===== src/rtl/rgbfc_pkg.sv =====
// shared types, constants and pixel functions for the rgb565 false color box overlay
package rgbfc_pkg;

    localparam int PIX_W    = 16;
    localparam int CFG_W    = 13;
    localparam int CFG_IDX_W = 3;

    localparam logic [PIX_W-1:0] BOX_GREEN = 16'h07E0;

    typedef enum logic [CFG_IDX_W-1:0] {
        REG_THERMAL_ON   = 3'd0,
        REG_BOX_ON       = 3'd1,
        REG_BOX_LEFT     = 3'd2,
        REG_BOX_TOP      = 3'd3,
        REG_BOX_WIDTH    = 3'd4,
        REG_BOX_HEIGHT   = 3'd5,
        REG_FRAME_WIDTH  = 3'd6,
        REG_FRAME_HEIGHT = 3'd7
    } t_cfg_reg;

    localparam logic [CFG_W-1:0] FRAME_WIDTH_RST  = 13'd320;
    localparam logic [CFG_W-1:0] FRAME_HEIGHT_RST = 13'd240;

    // ramp segments, 64 levels each
    typedef enum logic [1:0] {
        SEG_BLUE   = 2'd0,
        SEG_CYAN   = 2'd1,
        SEG_YELLOW = 2'd2,
        SEG_RED    = 2'd3
    } t_ramp_seg;

    function automatic logic [7:0] luma_of(input logic [PIX_W-1:0] p);
        logic [7:0]  r8;
        logic [7:0]  g8;
        logic [7:0]  b8;
        logic [15:0] sum;
        r8  = {p[15:11], 3'b000};
        g8  = {p[10:5], 2'b00};
        b8  = {p[4:0], 3'b000};
        sum = 16'(r8) * 16'd77 + 16'(g8) * 16'd150 + 16'(b8) * 16'd29;
        return sum[15:8];
    endfunction

    function automatic logic [PIX_W-1:0] ramp_color(input logic [7:0] lvl);
        logic [7:0] off;
        logic [7:0] r;
        logic [7:0] g;
        logic [7:0] b;
        off = {lvl[5:0], 2'b00};
        case (t_ramp_seg'(lvl[7:6]))
            SEG_BLUE: begin
                r = 8'd0;   g = 8'd0;         b = off;
            end
            SEG_CYAN: begin
                r = 8'd0;   g = off;          b = 8'd255;
            end
            SEG_YELLOW: begin
                r = off;    g = 8'd255;       b = 8'd255 - off;
            end
            SEG_RED: begin
                r = 8'd255; g = 8'd255 - off; b = 8'd0;
            end
            default: begin
                r = 8'd0;   g = 8'd0;         b = 8'd0;
            end
        endcase
        return {r[7:3], g[7:2], b[7:3]};
    endfunction

endpackage


===== src/rtl/rgbfc_if.sv =====
// stream and configuration interfaces of the rgb565 false color box overlay
interface rgbfc_in_if import rgbfc_pkg::*; #(
    parameter int COORD_BITS = 12
) ();
    logic                  valid;
    logic                  ready;
    logic [PIX_W-1:0]      pixel_in;
    logic [COORD_BITS-1:0] col;
    logic [COORD_BITS-1:0] row;

    modport source (output valid, output pixel_in, output col, output row, input ready);
    modport sink   (input valid, input pixel_in, input col, input row, output ready);
endinterface

interface rgbfc_out_if import rgbfc_pkg::*; ();
    logic             valid;
    logic             ready;
    logic [PIX_W-1:0] pixel_out;

    modport source (output valid, output pixel_out, input ready);
    modport sink   (input valid, input pixel_out, output ready);
endinterface

interface rgbfc_cfg_if import rgbfc_pkg::*; ();
    logic                 valid;
    logic                 ready;
    logic [CFG_IDX_W-1:0] index;
    logic [CFG_W-1:0]     data;

    modport source (output valid, output index, output data, input ready);
    modport sink   (input valid, input index, input data, output ready);
endinterface


===== src/rtl/rgb565_false_color_box_overlay.sv =====
// rgb565 false color and detection box overlay stage
//
// i_pix carries one rgb565 pixel with its column and row per transaction,
// o_pix returns one processed pixel per transaction, in order.
// i_cfg writes one register per transaction (index, data) and is always
// ready; write it only while no pixel is in flight.
// The false color ramp (luma, four 64-level segments) is applied first when
// thermal_on is set, then the two-pixel green border overwrites when box_on
// is set. Pixels outside the frame pass through untouched.
// The path is an input register, then the ramp and border logic into the
// output register. Throughput is one pixel per cycle while o_pix does not
// stall, set by the two register stages.
// A stall on o_pix holds the output register; the input register still
// fills, so i_pix drops ready only once both stages hold a pixel.
// Synchronous reset empties both stages and returns the registers to their
// defaults (frame 320 x 240, effects off, box zero).
module rgb565_false_color_box_overlay import rgbfc_pkg::*; #(
    parameter int COORD_BITS = 12
) (
    input  logic         i_clk,
    input  logic         i_rst_n,
    rgbfc_in_if.sink     i_pix,
    rgbfc_out_if.source  o_pix,
    rgbfc_cfg_if.sink    i_cfg
);

    // signed work width holding coordinates and the box arithmetic
    localparam int W = ((COORD_BITS > CFG_W + 1) ? COORD_BITS : CFG_W + 1) + 2;

    logic                  r_thermal_on;
    logic                  r_box_on;
    logic [CFG_W-1:0]      r_box_left;
    logic [CFG_W-1:0]      r_box_top;
    logic [CFG_W-1:0]      r_box_width;
    logic [CFG_W-1:0]      r_box_height;
    logic [CFG_W-1:0]      r_frame_width;
    logic [CFG_W-1:0]      r_frame_height;

    logic                  r_in_valid;
    logic [PIX_W-1:0]      r_in_pix;
    logic [COORD_BITS-1:0] r_in_col;
    logic [COORD_BITS-1:0] r_in_row;

    logic                  r_out_valid;
    logic [PIX_W-1:0]      r_out_pix;
    logic [PIX_W-1:0]      n_out_pix;

    logic                  out_adv;
    logic                  in_adv;

    logic signed [W-1:0]   c;
    logic signed [W-1:0]   r;
    logic signed [W-1:0]   left;
    logic signed [W-1:0]   top;
    logic signed [W-1:0]   fw;
    logic signed [W-1:0]   fh;
    logic signed [W-1:0]   x1;
    logic signed [W-1:0]   y1;
    logic signed [W-1:0]   x2;
    logic signed [W-1:0]   y2;
    logic signed [W-1:0]   x2_raw;
    logic signed [W-1:0]   y2_raw;
    logic                  in_frame;
    logic                  on_row_band;
    logic                  on_col_band;
    logic                  on_border;

    assign out_adv     = !r_out_valid || o_pix.ready;
    assign in_adv      = !r_in_valid || out_adv;
    assign i_pix.ready = in_adv;
    assign i_cfg.ready = 1'b1;

    assign o_pix.valid     = r_out_valid;
    assign o_pix.pixel_out = r_out_pix;

    // box geometry, all in signed work width
    always_comb begin
        c      = $signed({{(W-COORD_BITS){1'b0}}, r_in_col});
        r      = $signed({{(W-COORD_BITS){1'b0}}, r_in_row});
        left   = $signed({{(W-CFG_W){r_box_left[CFG_W-1]}}, r_box_left});
        top    = $signed({{(W-CFG_W){r_box_top[CFG_W-1]}}, r_box_top});
        fw     = $signed({{(W-CFG_W){1'b0}}, r_frame_width});
        fh     = $signed({{(W-CFG_W){1'b0}}, r_frame_height});
        x1     = left[W-1] ? '0 : left;
        y1     = top[W-1] ? '0 : top;
        x2_raw = left + $signed({{(W-CFG_W){1'b0}}, r_box_width}) - W'(1);
        y2_raw = top + $signed({{(W-CFG_W){1'b0}}, r_box_height}) - W'(1);
        x2     = (x2_raw >= fw) ? fw - W'(1) : x2_raw;
        y2     = (y2_raw >= fh) ? fh - W'(1) : y2_raw;

        in_frame    = (c < fw) && (r < fh);
        on_row_band = (c >= x1) && (c <= x2) &&
                      ((r == y1) || (r == y1 + W'(1)) || (r == y2) || (r == y2 - W'(1)));
        on_col_band = (r >= y1) && (r <= y2) &&
                      ((c == x1) || (c == x1 + W'(1)) || (c == x2) || (c == x2 - W'(1)));
        on_border   = on_row_band || on_col_band;

        n_out_pix = r_in_pix;
        if (in_frame) begin
            if (r_thermal_on) begin
                n_out_pix = ramp_color(luma_of(r_in_pix));
            end
            if (r_box_on && on_border) begin
                n_out_pix = BOX_GREEN;
            end
        end
    end

    always_ff @(posedge i_clk) begin
        if (!i_rst_n) begin
            r_thermal_on   <= 1'b0;
            r_box_on       <= 1'b0;
            r_box_left     <= '0;
            r_box_top      <= '0;
            r_box_width    <= '0;
            r_box_height   <= '0;
            r_frame_width  <= FRAME_WIDTH_RST;
            r_frame_height <= FRAME_HEIGHT_RST;
        end else if (i_cfg.valid) begin
            case (t_cfg_reg'(i_cfg.index))
                REG_THERMAL_ON:   r_thermal_on   <= i_cfg.data[0];
                REG_BOX_ON:       r_box_on       <= i_cfg.data[0];
                REG_BOX_LEFT:     r_box_left     <= i_cfg.data;
                REG_BOX_TOP:      r_box_top      <= i_cfg.data;
                REG_BOX_WIDTH:    r_box_width    <= i_cfg.data;
                REG_BOX_HEIGHT:   r_box_height   <= i_cfg.data;
                REG_FRAME_WIDTH:  r_frame_width  <= i_cfg.data;
                REG_FRAME_HEIGHT: r_frame_height <= i_cfg.data;
                default: begin
                end
            endcase
        end
    end

    always_ff @(posedge i_clk) begin
        if (!i_rst_n) begin
            r_in_valid  <= 1'b0;
            r_out_valid <= 1'b0;
        end else begin
            if (in_adv) begin
                r_in_valid <= i_pix.valid;
            end
            if (out_adv) begin
                r_out_valid <= r_in_valid;
            end
        end
    end

    always_ff @(posedge i_clk) begin
        if (in_adv && i_pix.valid) begin
            r_in_pix <= i_pix.pixel_in;
            r_in_col <= i_pix.col;
            r_in_row <= i_pix.row;
        end
        if (out_adv && r_in_valid) begin
            r_out_pix <= n_out_pix;
        end
    end

endmodule


===== src/flat_wrapper.sv =====
// flat-port wrapper written by rule: the top's interface ports become plain ports
module rgb565_false_color_box_overlay_flat import rgbfc_pkg::*;
#(
    parameter int COORD_BITS = 12
)
  (i_clk, i_rst_n, i_pix_valid, i_pix_pixel_in, i_pix_col, i_pix_row, i_pix_ready, o_pix_valid, o_pix_pixel_out, o_pix_ready, i_cfg_valid, i_cfg_index, i_cfg_data, i_cfg_ready);
  rgbfc_in_if #(.COORD_BITS(COORD_BITS)) i_pix_i ();
  rgbfc_out_if o_pix_i ();
  rgbfc_cfg_if i_cfg_i ();
  input  logic i_clk;
  input  logic i_rst_n;
  input wire logic [$bits(i_pix_i.valid)-1:0] i_pix_valid;
  input wire logic [$bits(i_pix_i.pixel_in)-1:0] i_pix_pixel_in;
  input wire logic [$bits(i_pix_i.col)-1:0] i_pix_col;
  input wire logic [$bits(i_pix_i.row)-1:0] i_pix_row;
  output wire logic [$bits(i_pix_i.ready)-1:0] i_pix_ready;
  output wire logic [$bits(o_pix_i.valid)-1:0] o_pix_valid;
  output wire logic [$bits(o_pix_i.pixel_out)-1:0] o_pix_pixel_out;
  input wire logic [$bits(o_pix_i.ready)-1:0] o_pix_ready;
  input wire logic [$bits(i_cfg_i.valid)-1:0] i_cfg_valid;
  input wire logic [$bits(i_cfg_i.index)-1:0] i_cfg_index;
  input wire logic [$bits(i_cfg_i.data)-1:0] i_cfg_data;
  output wire logic [$bits(i_cfg_i.ready)-1:0] i_cfg_ready;
  assign i_pix_i.valid = i_pix_valid;
  assign i_pix_i.pixel_in = i_pix_pixel_in;
  assign i_pix_i.col = i_pix_col;
  assign i_pix_i.row = i_pix_row;
  assign i_pix_ready = i_pix_i.ready;
  assign o_pix_valid = o_pix_i.valid;
  assign o_pix_pixel_out = o_pix_i.pixel_out;
  assign o_pix_i.ready = o_pix_ready;
  assign i_cfg_i.valid = i_cfg_valid;
  assign i_cfg_i.index = i_cfg_index;
  assign i_cfg_i.data = i_cfg_data;
  assign i_cfg_ready = i_cfg_i.ready;
  rgb565_false_color_box_overlay #(.COORD_BITS(COORD_BITS)) u_core (.i_clk(i_clk), .i_rst_n(i_rst_n), .i_pix(i_pix_i), .o_pix(o_pix_i), .i_cfg(i_cfg_i));
endmodule

===== config.mk =====
export PLATFORM = sky130hd
export DESIGN_NAME = rgb565_false_color_box_overlay_flat
export DESIGN_NICKNAME = d
export VERILOG_FILES = /design/src/rtl/rgbfc_pkg.sv /design/src/rtl/rgbfc_if.sv /design/src/rtl/rgb565_false_color_box_overlay.sv /design/src/flat_wrapper.sv
export SDC_FILE = /design/constraint.sdc
export NUM_CORES = 1
export LEC_CHECK = 0
export BUFFER_PORTS_ARGS = -buffer_cell sky130_fd_sc_hd__buf_2
export CAP_MARGIN = 10
export CORE_MARGIN = 10
export CORE_UTILIZATION = 50
export DETAILED_ROUTE_END_ITERATION = 12
export HOLD_SLACK_MARGIN = 0.15
export PLACE_DENSITY = 0.69
export SYNTH_ARGS = -nofsm -noshare
export SYNTH_HDL_FRONTEND = slang
export SYNTH_SLANG_ARGS = --single-unit

===== constraint.sdc =====
create_clock -name i_clk -period 16.6 [get_ports i_clk]
set_input_delay 1.66 -clock i_clk [delete_from_list [all_inputs] [get_ports i_clk]]
set_output_delay 1.66 -clock i_clk [all_outputs]
set_load 0.01 [all_outputs]

* Word level (Yosys, flattened, before mapping)
Index checks and enable logic that the tools add are counted.
** Storage, ports and cells
- Bits in registers :: 138
- Bits of input ports :: 61
- Output and inout port bits :: 19
** Operators by class
- $add $sub $neg :: 13
- Multiply operators :: 3
- $lt $le $gt $ge :: 8
- Equality and inequality tests :: 18
- Multiplexer cells :: 10
- Reduce and logical (&&, ||, !) cells :: 30
** Operator list (count)
- $eq 13x16->1 :: 8
- $mux 16 :: 5
- $pmux 8 s4 :: 2
- $sub 16x2->16 const B :: 4
- $add 16x2->16 const B :: 2
- $ge 13x16->1 :: 2
- $ge 16x14->1 :: 2
- $le 13x16->1 :: 2
- $add 13x14->15 :: 2
- $sub 13x1->14 const B :: 2
- $lt 12x13->1 :: 2
- $mux 12 :: 2
- $pmux 8 s3 :: 1
- $add 15x16->16 :: 1
- $add 16x13->16 :: 1
- $reduce_and 2->1 :: 8
- $mul 6x7->13 const B :: 1
- $eq 3x3->1 const B :: 4
- $mul 5x7->12 const B :: 1
- $mul 5x5->10 const B :: 1
- $logic_or 1x1->1 :: 9
- $logic_and 1x1->1 :: 8
- $sub 8x8->8 const A :: 1
- $eq 3x2->1 const B :: 2
- other kinds (7) :: 9

* Longest topological paths before layout
Gate-level depths: netlist (run 1).
- Word-level depth :: 12
- Depth in mapped cells :: 38
- Gate-level depth less buffers :: 36

* Worst setup path before layout (run 1)
No wires, ideal clock.
- Kind :: reg2reg
- From :: register u_core.r_box_left[0]
- To :: register u_core.r_out_pix[14] (netlist: u_core.o_pix.pixel_out[14]) (data pin)
- Library setup time :: 266 ps
- Data arrival time :: 7617 ps
- Required time :: 16334 ps
- Slack :: 8717 ps
- Cell stages (with the launch flop) :: 32
- Path buffers :: 2
- Period minus slack after synthesis :: 7883 ps
- Path through :: dfxtp_1 > ha_1 > fa_1 > a21o_1 > a211oi_4 > xnor2_2 > a2111oi_4 > and3_1 > xnor2_1 > inv_1 > ha_1 > a21o_1 > a21o_1 > a211oi_1 > o31ai_1 > a41o_1 > o21ai_2 > clkbuf_1 > mux2i_1 > inv_1 > ha_1 > and3_1 > nand2b_1 > a2111oi_0 > mux2i_1 > or4_1 > a2111oi_2 > a41oi_1 > or2_1 > a21oi_4 > buf_6 > o22ai_1
** Between the ends
- Longest elaborated chain between the ends :: 12
** RTL lines
- from (decl) :: RTL line rgb565_false_color_box_overlay.sv:32 : logic [CFG_W-1:0] r_box_left;
- from (signal assigned) :: RTL line rgb565_false_color_box_overlay.sv:123 : REG_BOX_LEFT: r_box_left <= i_cfg.data;
- $add 13x14->15 :: RTL line rgb565_false_color_box_overlay.sv:86 : x2_raw = left + $signed({{(W-CFG_W){1'b0}}, r_box_width}) - W'(1);
- $sub 16x2->16 :: RTL line rgb565_false_color_box_overlay.sv:86
- $ge 16x14->1 :: RTL line rgb565_false_color_box_overlay.sv:88 : x2 = (x2_raw >= fw) ? fw - W'(1) : x2_raw;
- $mux 16 :: RTL line rgb565_false_color_box_overlay.sv:88
- $sub 16x2->16 / $eq 13x16->1 (equally long branches) :: RTL line rgb565_false_color_box_overlay.sv:95 : ((c == x1) || (c == x1 + W'(1)) || (c == x2) || (c == x2 - W'(1)));
- $eq 13x16->1 / $logic_or 1x1->1 (equally long branches) :: RTL line rgb565_false_color_box_overlay.sv:95
- $logic_or 1x1->1 :: RTL line rgb565_false_color_box_overlay.sv:95
- $logic_and 1x1->1 :: RTL line rgb565_false_color_box_overlay.sv:94 : on_col_band = (r >= y1) && (r <= y2) &&
- $logic_or 1x1->1 (*) :: RTL line rgb565_false_color_box_overlay.sv:96 : on_border = on_row_band || on_col_band;
- $logic_and 1x1->1 (*) :: RTL line rgb565_false_color_box_overlay.sv:103 : if (r_box_on && on_border) begin
- $mux 16 (*) :: RTL line rgb565_false_color_box_overlay.sv:103
- $mux 16 (*) :: RTL line rgb565_false_color_box_overlay.sv:99 : if (in_frame) begin
- via u_core.n_out_pix[14] :: RTL line rgb565_false_color_box_overlay.sv:46 : logic [PIX_W-1:0] n_out_pix;
- to (signal assigned) :: RTL line rgb565_false_color_box_overlay.sv:156 : r_out_pix <= n_out_pix;
- to (decl) :: RTL line rgb565_false_color_box_overlay.sv:45 : logic [PIX_W-1:0] r_out_pix;
Mark *: on every way through the listed nets, which the timed path passes. The rest lies on a longest branch.
A chain may end at the register's enable or synchronous reset.

* Worst setup path after layout (run 1)
Same ends and word-level chain as after synthesis.

==> Flow_metrics.wiki, run 1 <==
{| class="wikitable"
! Metric !! Value
|-
| Max-Cap Viols || 0
|-
| Maximum cell stage delay along the critical path || 0.82 ns
|-
| Highest achievable clock rate || 105.9 MHz
|-
| Vias in the first global route || 14130
|-
| Post-synthesis instance area || 16020 um^2
|-
| Worst-Skew Late Latency || 0.45 ns
|-
| Setup Fix Bufs, Post-CTS || 0
|-
| Global-route wire length before repair || 77.68 mm
|-
| Net Count, Synth || 2249
|-
| Number of nets with antenna violations after routing || 0
|-
| Aggregate routed wire length || 49.17 mm
|-
| Fin nets || 2284
|-
| NetSw || 718.5 uW
|-
| Total Neg Setup Slack || 0 ns
|-
| Std-Cell Rows || 65
|-
| Clk pwr share || 0.223
|-
| Most frequent cell after synthesis || sky130_fd_sc_hd__nand2_1
|-
| Die boundary height || 199.0 um
|-
| Avg Cell Area, Syn || 8.192 um^2
|-
| WL met2 || 23.62 mm
|-
| Initial DRC count || 1099
|-
| Max-slew violations || 0
|-
| Starting Density || 0.5078
|-
| Die width || 199.0 um
|-
| Uppermost metal layer occupied by signal nets || met4
|-
| Leakage power summed over all cells || 0.007282 uW
|-
| Antenna diodes || 0
|-
| Top cells by area, synth || sky130_fd_sc_hd__ha_1 16%, sky130_fd_sc_hd__edfxtp_1 10%, sky130_fd_sc_hd__dfxtp_1 10%
|-
| Most frequent cell on the critical path || sky130_fd_sc_hd__ha_1
|-
| Initial antenna violation count || 0
|-
| Combinational group share of total power || 0.541
|-
| Setup repair after global routing missed its margin || no
|-
| Design internal power || 941.0 uW
|-
| Worst hold-check path type || reg2reg
|-
| # DRC || 0
|-
| Library cell used as clock root buffer || sky130_fd_sc_hd__clkbuf_16
|-
| Core Box Area || 31560 um^2
|-
| Met3 wire len || 2.556 mm
|-
| Required time at the worst-slack endpoint || 16.78 ns
|-
| Fraction of layout cells with a size suffix above 1 || 0.08832
|-
| Fin. Hold Viols || 0
|-
| Worst reg2reg setup slack || 7.16 ns
|-
| DR vias || 14760
|-
| Remaining Overflow, GRT || 0
|-
| Flop pwr share || 0.236
|-
| Num Clock Sinks || 138
|-
| Warning count from the yosys run || 0
|-
| Area enclosed by the die boundary || 39610 um^2
|-
| Fraction of post-synthesis cell area in the top cell type by area || 0.1632
|-
| Num CTS Buffers || 17
|-
| Crit Path Max Fanout || 19
|-
| Bufs on Longest Clock Path || 2
|-
| Most frequent cells after synthesis || 254 x sky130_fd_sc_hd__nand2_1, 209 x sky130_fd_sc_hd__ha_1, 124 x sky130_fd_sc_hd__inv_1, 107 x sky130_fd_sc_hd__nor2_1, 107 x sky130_fd_sc_hd__xnor2_1
|-
| Vias per cell || 6.134
|-
| Relative slew slack || 0.2856
|-
| Layout overhead on the synthesized area || 7.973%
|-
| TritonCTS clock tree || done
|-
| First-pass detailed-route iteration total || 7
|-
| Worst EP arrival || 9.62 ns
|-
| Post_cts resized || 0
|-
| Startpoint class of the critical path || register
|-
| Portion of the clock cycle consumed by the worst path in the final layout || 0.5687
|-
| Met1 wire length || 21.48 mm
|-
| Min Clock Period, post-route || 9.440 ns
|-
| WL per Instance || 20.43 um
|-
| Worst-margin pin slew || 1.072 ns
|-
| Final weighted congestion in routability-driven placement || 0.9613
|-
| Sequential cell area fraction in the yosys report || 0.2074
|-
| Post-synthesis async set-or-reset flop share || 0
|-
| Clock transition at path regs || 0.07 ns
|-
| Final Util || 0.5483
|-
| Number of buffers inserted by hold repair at cts || 0
|-
| Number of top-level pins || 80
|-
| Tot Pwr || 1660 uW
|-
| I/O Buffers || 78
|-
| Number of fillers in the final layout || 2936
|-
| # setup viols final || 0
|-
| Number of enable flip-flop cells after synthesis || 56
|-
| Register bit total from synthesis || 138
|-
| Clock tree skew after final layout || 0.01245 ns
|-
| GRT Overall Usage || 0.2476
|-
| Worst hold stages || 2
|-
| Slowest stage cell, crit path || sky130_fd_sc_hd__o21ai_2
|-
| Worst setup path category || reg2reg
|-
| Number of library cell types mapped by synthesis || 95
|-
| Sw Share || 0.4330
|-
| Logic depth of the worst register-to-register path || 29
|-
| Maximum resistive drop on vdd || 0.08260 mV
|-
| Outcome || complete, no violations
|-
| Critical path capture point type || register
|-
| Power density cells || 95.92 nW/um^2
|-
| Gate count after technology mapping || 1956
|-
| Detail Placement HPWL || 38.72 mm
|-
| Count of H-tree levels built during CTS || 4
|-
| Most common flop cell mapped by yosys || sky130_fd_sc_hd__dfxtp_1
|-
| Largest net degree at the start of global routing || 83
|-
| Library cell occupying the most area in the post-synthesis netlist || sky130_fd_sc_hd__ha_1
|}
==> logic make-up after synthesis <==
kind of cell / Yosys count / synth area share
buf+inv: 199 / 0.04756
compound gates: 518 / 0.2332
xor+xnor: 162 / 0.09214
mux: 35 / 0.02327
flops: 138 / 0.2074
other cells: 1 / 0.0002340
fa+ha+maj: 233 / 0.1926
simple gates: 670 / 0.2037
==> cell usage in the layout, fill, tap and decap left out, types with 7 or more instances in the layout <==
master and n:
sky130_fd_sc_hd__o211ai_1 21, sky130_fd_sc_hd__buf_4 11, sky130_fd_sc_hd__nor2_1 107, sky130_fd_sc_hd__o22ai_1 10, sky130_fd_sc_hd__o21ai_0 69, sky130_fd_sc_hd__a21o_1 45, sky130_fd_sc_hd__nor2b_1 27, sky130_fd_sc_hd__xor2_1 50
sky130_fd_sc_hd__edfxtp_1 56, sky130_fd_sc_hd__dfxtp_1 82, sky130_fd_sc_hd__o31ai_1 8, sky130_fd_sc_hd__or3_1 22, sky130_fd_sc_hd__xnor2_1 106, sky130_fd_sc_hd__buf_2 78, sky130_fd_sc_hd__mux2_2 7, sky130_fd_sc_hd__o21bai_1 13
sky130_fd_sc_hd__a211oi_1 36, sky130_fd_sc_hd__nor4_1 14, sky130_fd_sc_hd__nand4_1 31, sky130_fd_sc_hd__o211a_1 7, sky130_fd_sc_hd__mux2i_1 26, sky130_fd_sc_hd__clkbuf_16 18, sky130_fd_sc_hd__nand3_1 47, sky130_fd_sc_hd__ha_1 209
sky130_fd_sc_hd__a211o_1 19, sky130_fd_sc_hd__or2_2 20, sky130_fd_sc_hd__inv_1 124, sky130_fd_sc_hd__a21oi_1 82, sky130_fd_sc_hd__nand2b_1 27, sky130_fd_sc_hd__o21a_1 19, sky130_fd_sc_hd__fa_1 23, sky130_fd_sc_hd__a311oi_1 7
sky130_fd_sc_hd__nor3_1 41, sky130_fd_sc_hd__and3_1 19, sky130_fd_sc_hd__and2_1 22, sky130_fd_sc_hd__nand2_1 254, sky130_fd_sc_hd__a21boi_0 77, sky130_fd_sc_hd__a2111oi_0 11, sky130_fd_sc_hd__a31oi_1 12
==> critical path: cells and delay by family, from the launching register on <==
family / cells / cell delay, ns
muxes: 2 / 0.45
and+or+nand+nor: 6 / 1.61
xor gates and xnor gates: 2 / 0.59
buffers and inverters: 1 / 0.11
AOI/OAI and AO/OA: 14 / 4.77
DFF: 1 / 0.35
adders and majority gates: 4 / 1.26
==> per-stage QoR <==
| stage | hold WS [ns] | cell area (um^2) | setup WS (ns) | cells |
|---|---|---|---|---|
| 5_1_grt | 0.4967 | 17300 | 6.575 | 2406 |
| 3_5_place_dp | 0.4662 | 16710 | 7.297 | 2372 |
| 3_3_place_gp | 0.4621 | 16710 | 7.583 | 2372 |
| 4_1_cts | 0.4768 | 17270 | 7.317 | 2404 |
| 2_1_floorplan | 0.4478 | 16020 | 8.717 | 1956 |
| 6_report | 0.4702 | 17300 | 7.160 | 2406 |
==> sequential cells by signal, summed over array words and instances, names as in the netlist, 12 cells and up <==
signal,flops
u_core.o_pix.pixel_out,16
u_core.r_in_pix,16
u_core.r_box_height,13
u_core.r_box_left,13
u_core.r_box_top,13
u_core.r_box_width,13
u_core.r_frame_height,13
u_core.r_frame_width,13
u_core.r_in_col,12
u_core.r_in_row,12
==> layout make-up <==
| type | instances | area, um^2 | share of cell area |
|---|---|---|---|
| Multi-Input combinational cell | 1619 | 11950 | 0.6905 |
| Sequential cell | 138 | 3323 | 0.1921 |
| Timing Repair Buffer | 91 | 504.2 | 0.02915 |
| Tap cell | 402 | 503.0 | 0.02907 |
| Clock buffer | 20 | 471.7 | 0.02727 |
| Inverter | 124 | 465.4 | 0.02690 |
| Clock inverter | 12 | 86.33 | 0.004990 |
==> routing by layer <==
| metal | track usage | up-vias |
|---|---|---|
| li1 | - | 7181 |
| met4 | 0.08647 | 0 |
| met1 | 0.3145 | 7029 |
| met2 | 0.4212 | 457 |
| met5 | 0 | - |
| met3 | 0.03244 | 91 |
==> final timing paths <==
| check | end | startpoint |
|---|---|---|
| worst min-delay path | u_core.r_box_width[3]$_SDFFE_PN0P_ | u_core.r_box_width[3]$_SDFFE_PN0P_ |
| worst max register to register | u_core.o_pix.pixel_out[14]$_DFFE_PP_ | u_core.r_box_left[0]$_SDFFE_PN0P_ |
| worst max-delay path | u_core.o_pix.pixel_out[14]$_DFFE_PP_ | u_core.r_box_left[0]$_SDFFE_PN0P_ |
| worst min register to register | u_core.r_box_width[3]$_SDFFE_PN0P_ | u_core.r_box_width[3]$_SDFFE_PN0P_ |
==> power by group through the flow <==
stage          combinational, uW  clock (uW)  sequential (uW)
2_1_floorplan                689           0              386
6_report                     898         370              392
4_1_cts                      887         375              391
3_3_place_gp                 865           0              398
5_1_grt                     1010         390              393
3_5_place_dp                 881           0              398
Note: power is estimated with default switching activity, not from simulation.
==> run 2, diff against run 1 <==
--- a/config.mk
+++ b/config.mk
@@ -11,7 +11,7 @@
 export CORE_UTILIZATION = 50
 export DETAILED_ROUTE_END_ITERATION = 12
 export HOLD_SLACK_MARGIN = 0.15
-export PLACE_DENSITY = 0.69
+export PLACE_DENSITY = 0.72
 export SYNTH_ARGS = -nofsm -noshare
 export SYNTH_HDL_FRONTEND = slang
 export SYNTH_SLANG_ARGS = --single-unit
==> constraint.sdc (replaced) <==
create_clock -name i_clk -period 7.8 [get_ports i_clk]
set_input_delay 0.78 -clock i_clk [delete_from_list [all_inputs] [get_ports i_clk]]
set_output_delay 0.78 -clock i_clk [all_outputs]
set_load 0.01 [all_outputs]
==> Flow_metrics.wiki, run 2 (synthesized netlist as in run 1, its figures left out) <==
{| class="wikitable"
! Metric !! Value
|-
| Destination of the worst register-to-register timing path || u_core.o_pix.pixel_out[13]$_DFFE_PP_
|-
| Portion of the clock cycle consumed by the worst path in the final layout || 0.9697
|-
| NetSw || 1599 uW
|-
| Startpoint class of the critical path || register
|-
| Global-route wire length before repair || 78.37 mm
|-
| Min Clock Period, post-route || 7.564 ns
|-
| Std-Cell Rows || 65
|-
| Met1 wire length || 22.35 mm
|-
| Final cell area excluding filler cells || 18070 um^2
|-
| Clock transition at path regs || 0.08 ns
|-
| Placement-stage cell area || 17000 um^2
|-
| Clock tree skew after final layout || 0.01165 ns
|-
| Die width || 199.0 um
|-
| Max-Cap Viols || 0
|-
| Area enclosed by the die boundary || 39610 um^2
|-
| Count of H-tree levels built during CTS || 4
|-
| Flop pwr share || 0.223
|-
| Number of nets with antenna violations after routing || 0
|-
| Vias in the first global route || 14170
|-
| Library cell used as clock root buffer || sky130_fd_sc_hd__clkbuf_16
|-
| Initial DRC count || 1205
|-
| Worst-Skew Late Latency || 0.44 ns
|-
| Final weighted congestion in routability-driven placement || 1.056
|-
| TritonCTS clock tree || done
|-
| Fin. Hold Viols || 0
|-
| Max-slew violations || 0
|-
| Layout overhead on the synthesized area || 12.78%
|-
| # DRC || 0
|-
| Die boundary height || 199.0 um
|-
| Relative slew slack || 0.2291
|-
| Number of top-level pins || 80
|-
| Worst reg2reg setup slack || 0.24 ns
|-
| Remaining Overflow, GRT || 0
|-
| Slowest stage cell, crit path || sky130_fd_sc_hd__or4_4
|-
| Fin nets || 2336
|-
| Maximum resistive drop on vdd || 0.2587 mV
|-
| Fin Hold WS || 0.4774 ns
|-
| Destination of the critical timing path || u_core.o_pix.pixel_out[13]$_DFFE_PP_
|-
| Vias per cell || 6.180
|-
| Reg2reg start || u_core.r_box_left[0]$_SDFFE_PN0P_
|-
| Sw Share || 0.4301
|-
| Design internal power || 2118 uW
|-
| WL met2 || 24.36 mm
|-
| WL per Instance || 20.61 um
|-
| Highest achievable clock rate || 132.2 MHz
|-
| Most common library cell in the layout ignoring fill and taps || sky130_fd_sc_hd__nand2_1
|-
| Total Neg Setup Slack || 0 ns
|-
| Maximum cell stage delay along the critical path || 0.52 ns
|-
| Initial antenna violation count || 2
|-
| Top library cells by usage in the layout, fill and taps aside || 253 x sky130_fd_sc_hd__nand2_1, 206 x sky130_fd_sc_hd__ha_1, 124 x sky130_fd_sc_hd__inv_1
|-
| Fraction of layout cells with a size suffix above 1 || 0.1313
|-
| Num Clock Sinks || 138
|-
| Clk pwr share || 0.229
|-
| Most frequent cell on the critical path || sky130_fd_sc_hd__a2111oi_4
|-
| Detail Placement HPWL || 39.93 mm
|-
| Number of buffers inserted by hold repair at cts || 0
|-
| Aggregate routed wire length || 50.69 mm
|-
| Bufs on Longest Clock Path || 2
|-
| Combinational group share of total power || 0.548
|-
| Met3 wire len || 2.366 mm
|-
| Critical path capture point type || register
|-
| Leakage power summed over all cells || 0.007604 uW
|-
| Logic depth of the worst register-to-register path || 29
|-
| Worst setup startpoint || u_core.r_box_left[0]$_SDFFE_PN0P_
|-
| Uppermost metal layer occupied by signal nets || met4
|-
| DR vias || 15200
|-
| First-pass detailed-route iteration total || 6
|-
| Core Box Area || 31560 um^2
|-
| Worst setup path category || reg2reg
|-
| Num CTS Buffers || 17
|-
| Starting Density || 0.5078
|-
| Worst EP arrival || 7.74 ns
|-
| # setup viols final || 0
|-
| Worst-margin pin slew || 1.149 ns
|-
| Worst hold-check path type || reg2reg
|-
| GRT Overall Usage || 0.2494
|-
| Power density cells || 205.7 nW/um^2
|-
| Crit Path Max Fanout || 8
|-
| Required time at the worst-slack endpoint || 7.98 ns
|-
| I/O Buffers || 78
|-
| Outcome || complete, no violations
|-
| Largest net degree at the start of global routing || 83
|}
[run 2: area by class of cell]
type / count / area [um^2]
fill: 2911 / 13480
antenna: 2 / 5.005
timing repair buffer: 143 / 912.1
tap: 402 / 503.0
inverter: 124 / 465.4
sequential: 138 / 3327
clock buffer: 20 / 479.2
clock inverter: 12 / 121.4
multi-input combinational: 1619 / 12260
[run 2: timing repair]
action / CTS / global route
setup buffers: 0 / 16
endpoints found under the setup margin: 16 / 16
resized for setup: 4 / 55
gates cloned: 0 / 1
pin swaps: 1 / 12
[run 2: metal layers]
layer,vias to the layer above,GRT usage
met4,0,0.08562
met1,7353,0.3220
met5,-,0
met3,92,0.02383
met2,470,0.4247
li1,7289,-
[run 2: worst max-delay path: cells and delay by family, from the launching register on]
kind	cells	cell delay, ns
compound gates	13	3.25
buf+inv	2	0.29
mux	1	0.16
fa+ha+maj	4	1.07
flops	1	0.36
simple gates	7	1.91
xor+xnor	2	0.25
[run 2: worst min-delay path by stage]
stage | from | endpoint | slack, ns | depth (start not counted)
5_1_grt | u_core.r_box_width[3]$_SDFFE_PN0P_ | u_core.r_box_width[3]$_SDFFE_PN0P_ | 0.50 | 2
4_1_cts | u_core.r_box_width[0]$_SDFFE_PN0P_ | u_core.r_box_width[0]$_SDFFE_PN0P_ | 0.48 | 2
3_3_place_gp | u_core.r_box_height[7]$_SDFFE_PN0P_ | u_core.r_box_height[7]$_SDFFE_PN0P_ | 0.46 | 2
2_1_floorplan | u_core.r_box_height[0]$_SDFFE_PN0P_ | u_core.r_box_height[0]$_SDFFE_PN0P_ | 0.45 | 2
3_5_place_dp | u_core.r_box_width[0]$_SDFFE_PN0P_ | u_core.r_box_width[0]$_SDFFE_PN0P_ | 0.47 | 2
6_report | u_core.r_box_height[2]$_SDFFE_PN0P_ | u_core.r_box_height[2]$_SDFFE_PN0P_ | 0.48 | 2
[run 2: power groups by stage]
stage	registers [uW]	clock network [uW]	logic (uW)
final	830	850	2040
after global routing	833	891	2240
after CTS	829	858	1950
after detailed placement	845	0	1930
after global placement	844	0	1900
after floorplan	823	0	1470
[run 2: metrics by stage]
stage / util / power [uW] / cells / worst slack, ns
2_1_floorplan: - / 2290 / 1956 / 0.006192
3_3_place_gp: 0.5388 / 2743 / 2409 / 0.03458
3_5_place_dp: 0.5388 / 2778 / 2409 / -0.2071
4_1_cts: 0.5584 / 3636 / 2441 / 0.008199
5_1_grt: 0.5727 / 3958 / 2460 / -0.09793
6_report: 0.5727 / 3717 / 2460 / 0.2360
==> run 3, diff against run 2 <==
--- a/config.mk
+++ b/config.mk
@@ -5,7 +5,7 @@
 export SDC_FILE = /design/constraint.sdc
 export NUM_CORES = 1
 export LEC_CHECK = 0
-export BUFFER_PORTS_ARGS = -buffer_cell sky130_fd_sc_hd__buf_2
+export BUFFER_PORTS_ARGS = -buffer_cell sky130_fd_sc_hd__clkbuf_2
 export CAP_MARGIN = 10
 export CORE_MARGIN = 10
 export CORE_UTILIZATION = 50
==> Flow_metrics.wiki, run 3 (synthesized netlist as in run 1, its figures left out) <==
{| class="wikitable"
! Metric !! Value
|-
| Die width || 199.0 um
|-
| TritonCTS clock tree || done
|-
| Library cell used as clock root buffer || sky130_fd_sc_hd__clkbuf_16
|-
| GRT Overall Usage || 0.2516
|-
| Vias in the first global route || 14430
|-
| Final cell count without fillers || 2463
|-
| Logic depth of the worst register-to-register path || 28
|-
| Reg2reg start || u_core.r_box_left[0]$_SDFFE_PN0P_
|-
| Met1 Resource Use GR || 0.3180
|-
| # setup viols final || 0
|-
| Setup repair after global routing missed its margin || yes
|-
| Top library cells by usage in the layout, fill and taps aside || 253 x sky130_fd_sc_hd__nand2_1, 201 x sky130_fd_sc_hd__ha_1, 123 x sky130_fd_sc_hd__inv_1
|-
| Area enclosed by the die boundary || 39610 um^2
|-
| # DRC || 0
|-
| Worst-Skew Late Latency || 0.46 ns
|-
| WL per Instance || 20.44 um
|-
| GRT busiest layer || met2
|-
| Startpoint class of the critical path || register
|-
| Fraction of layout cells with a size suffix above 1 || 0.1370
|-
| Relative slew slack || 0.2582
|-
| Layout overhead on the synthesized area || 12.61%
|-
| Required time at the worst-slack endpoint || 8.00 ns
|-
| Min Clock Period, post-route || 7.528 ns
|-
| Fin nets || 2339
|-
| DR vias || 15060
|-
| Clock transition at path regs || 0.07 ns
|-
| GR met3 Demand/Resource || 0.02991
|-
| Dpl cells || 2412
|-
| Maximum cell stage delay along the critical path || 0.54 ns
|-
| Number of top-level pins || 80
|-
| Cell depth of the worst setup path || 28
|-
| Most common library cell in the layout ignoring fill and taps || sky130_fd_sc_hd__nand2_1
|-
| Initial antenna violation count || 2
|-
| Count of H-tree levels built during CTS || 4
|-
| Detail Placement HPWL || 40.06 mm
|-
| Number of buffers inserted by hold repair at cts || 0
|-
| Number of nets with antenna violations after routing || 0
|-
| I/O Buffers || 78
|-
| Die boundary height || 199.0 um
|-
| Initial DRC count || 1219
|-
| Critical path's top delay family || compound AO/OA/AOI/OAI gates
|-
| Maximum resistive drop on vdd || 0.1865 mV
|-
| Max-Cap Viols || 0
|-
| Core Box Area || 31560 um^2
|-
| Max-slew violations || 0
|-
| Remaining Overflow, GRT || 0
|-
| Outcome || complete, no violations
|-
| Worst EP arrival || 7.72 ns
|-
| Clock tree skew after final layout || 0.01852 ns
|-
| Largest net degree at the start of global routing || 83
|-
| Final weighted congestion in routability-driven placement || 1.031
|-
| Portion of the clock cycle consumed by the worst path in the final layout || 0.9652
|-
| Bufs on Longest Clock Path || 2
|-
| Final Util || 0.5718
|-
| Worst-margin pin slew || 1.113 ns
|-
| Num CTS Buffers || 17
|-
| Aggregate routed wire length || 50.35 mm
|-
| Leakage power summed over all cells || 0.007591 uW
|-
| Worst setup path category || reg2reg
|-
| Hold Startpoint || u_core.r_box_height[0]$_SDFFE_PN0P_
|-
| Global-route wire length before repair || 78.74 mm
|-
| Destination of the worst register-to-register timing path || u_core.o_pix.pixel_out[13]$_DFFE_PP_
|-
| Num Clock Sinks || 138
|-
| Worst hold-check path type || reg2reg
|-
| Highest achievable clock rate || 132.8 MHz
|-
| Worst reg2reg setup slack || 0.27 ns
|-
| Met2 Resource Use GR || 0.4320
|-
| Worst-case hold path end point || u_core.r_box_height[0]$_SDFFE_PN0P_
|-
| Slowest stage cell, crit path || sky130_fd_sc_hd__or4_1
|-
| Worst hold stages || 2
|-
| Crit Path Max Fanout || 8
|-
| Power density cells || 204.4 nW/um^2
|-
| Buffers plus inverters on the worst setup path || 1
|-
| Starting Density || 0.5078
|-
| Std-Cell Rows || 65
|-
| Vias per cell || 6.116
|-
| Critical path capture point type || register
|-
| First-pass detailed-route iteration total || 6
|-
| Fin. Hold Viols || 0
|}
## run 3: changes by cell type in the layout (fill, tap and decap cells not counted), moves of 3 or more
| cell | delta |
|---|---|
| sky130_fd_sc_hd__xnor2_1 | +3 |
| sky130_fd_sc_hd__buf_2 | -78 |
| sky130_fd_sc_hd__a211oi_2 | +3 |
| sky130_fd_sc_hd__clkbuf_2 | +78 |
| sky130_fd_sc_hd__ha_2 | +5 |
| sky130_fd_sc_hd__ha_1 | -5 |
| sky130_fd_sc_hd__clkinv_4 | +3 |
| sky130_fd_sc_hd__buf_4 | +3 |
## run 3: area by class of cell
cell class                 instances  area (um^2)
fill                            2897        13510
multi-input combinational       1619        12230
sequential                       138         3327
timing repair buffer             146        934.6
tap                              402        503.0
inverter                         124        465.4
clock buffer                      18        450.4
clock inverter                    14        125.1
antenna                            2        5.005
## run 3: report_power, final
part / switching [uW] / internal [uW]
combinational: 1200 / 845
clock: 370 / 438
sequential: 50.0 / 780
total: 1620 / 2060
## run 3: how the worst max path moves through the flow
stage | from | slack [ns] | end
floorplan | u_core.r_box_left[0]$_SDFFE_PN0P_ | 0.006 | u_core.o_pix.pixel_out[14]$_DFFE_PP_
global placement | u_core.r_box_left[0]$_SDFFE_PN0P_ | 0.12 | u_core.o_pix.pixel_out[15]$_DFFE_PP_
detailed placement | u_core.r_box_left[0]$_SDFFE_PN0P_ | -0.11 | u_core.o_pix.pixel_out[15]$_DFFE_PP_
CTS | u_core.r_box_left[0]$_SDFFE_PN0P_ | 0.002 | u_core.o_pix.pixel_out[12]$_DFFE_PP_
global route | u_core.r_box_left[1]$_SDFFE_PN0P_ | -0.18 | u_core.o_pix.pixel_out[13]$_DFFE_PP_
finish | u_core.r_box_left[0]$_SDFFE_PN0P_ | 0.27 | u_core.o_pix.pixel_out[13]$_DFFE_PP_
## run 3: tightest hold or removal path: stages (launching register included)
cell	delay (ns)
sky130_fd_sc_hd__dfxtp_1	0.31
sky130_fd_sc_hd__nand2_1	0.05
sky130_fd_sc_hd__a21boi_0	0.07
## run 3: metal layers
layer | share of wire | vias to the layer above
li1 | - | 7286
met1 | 0.43 | 7196
met4 | 0.026 | 0
met2 | 0.49 | 505
met5 | 0 | -
met3 | 0.057 | 77
## run 3: metrics by stage
| step | hold slack, ns | setup WS, ns | TNS, ns | area [um^2] | total power, uW |
|---|---|---|---|---|---|
| 2_1_floorplan | 0.4478 | 0.006192 | 0 | 16020 | 2290 |
| 3_3_place_gp | 0.4661 | 0.1181 | 0 | 17030 | 2750 |
| 3_5_place_dp | 0.4733 | -0.1140 | -0.8656 | 17030 | 2803 |
| 4_1_cts | 0.4821 | 0.001530 | 0 | 17610 | 3615 |
| 5_1_grt | 0.4877 | -0.1815 | -2.373 | 18040 | 3941 |
| 6_report | 0.4790 | 0.2718 | 0 | 18040 | 3688 |
## run 3: timing repair
action,in CTS,in global routing
setup buffers,0,16
resized for setup,3,60
gates cloned,0,1
pin swaps,0,29
setup endpoints to repair,16,16
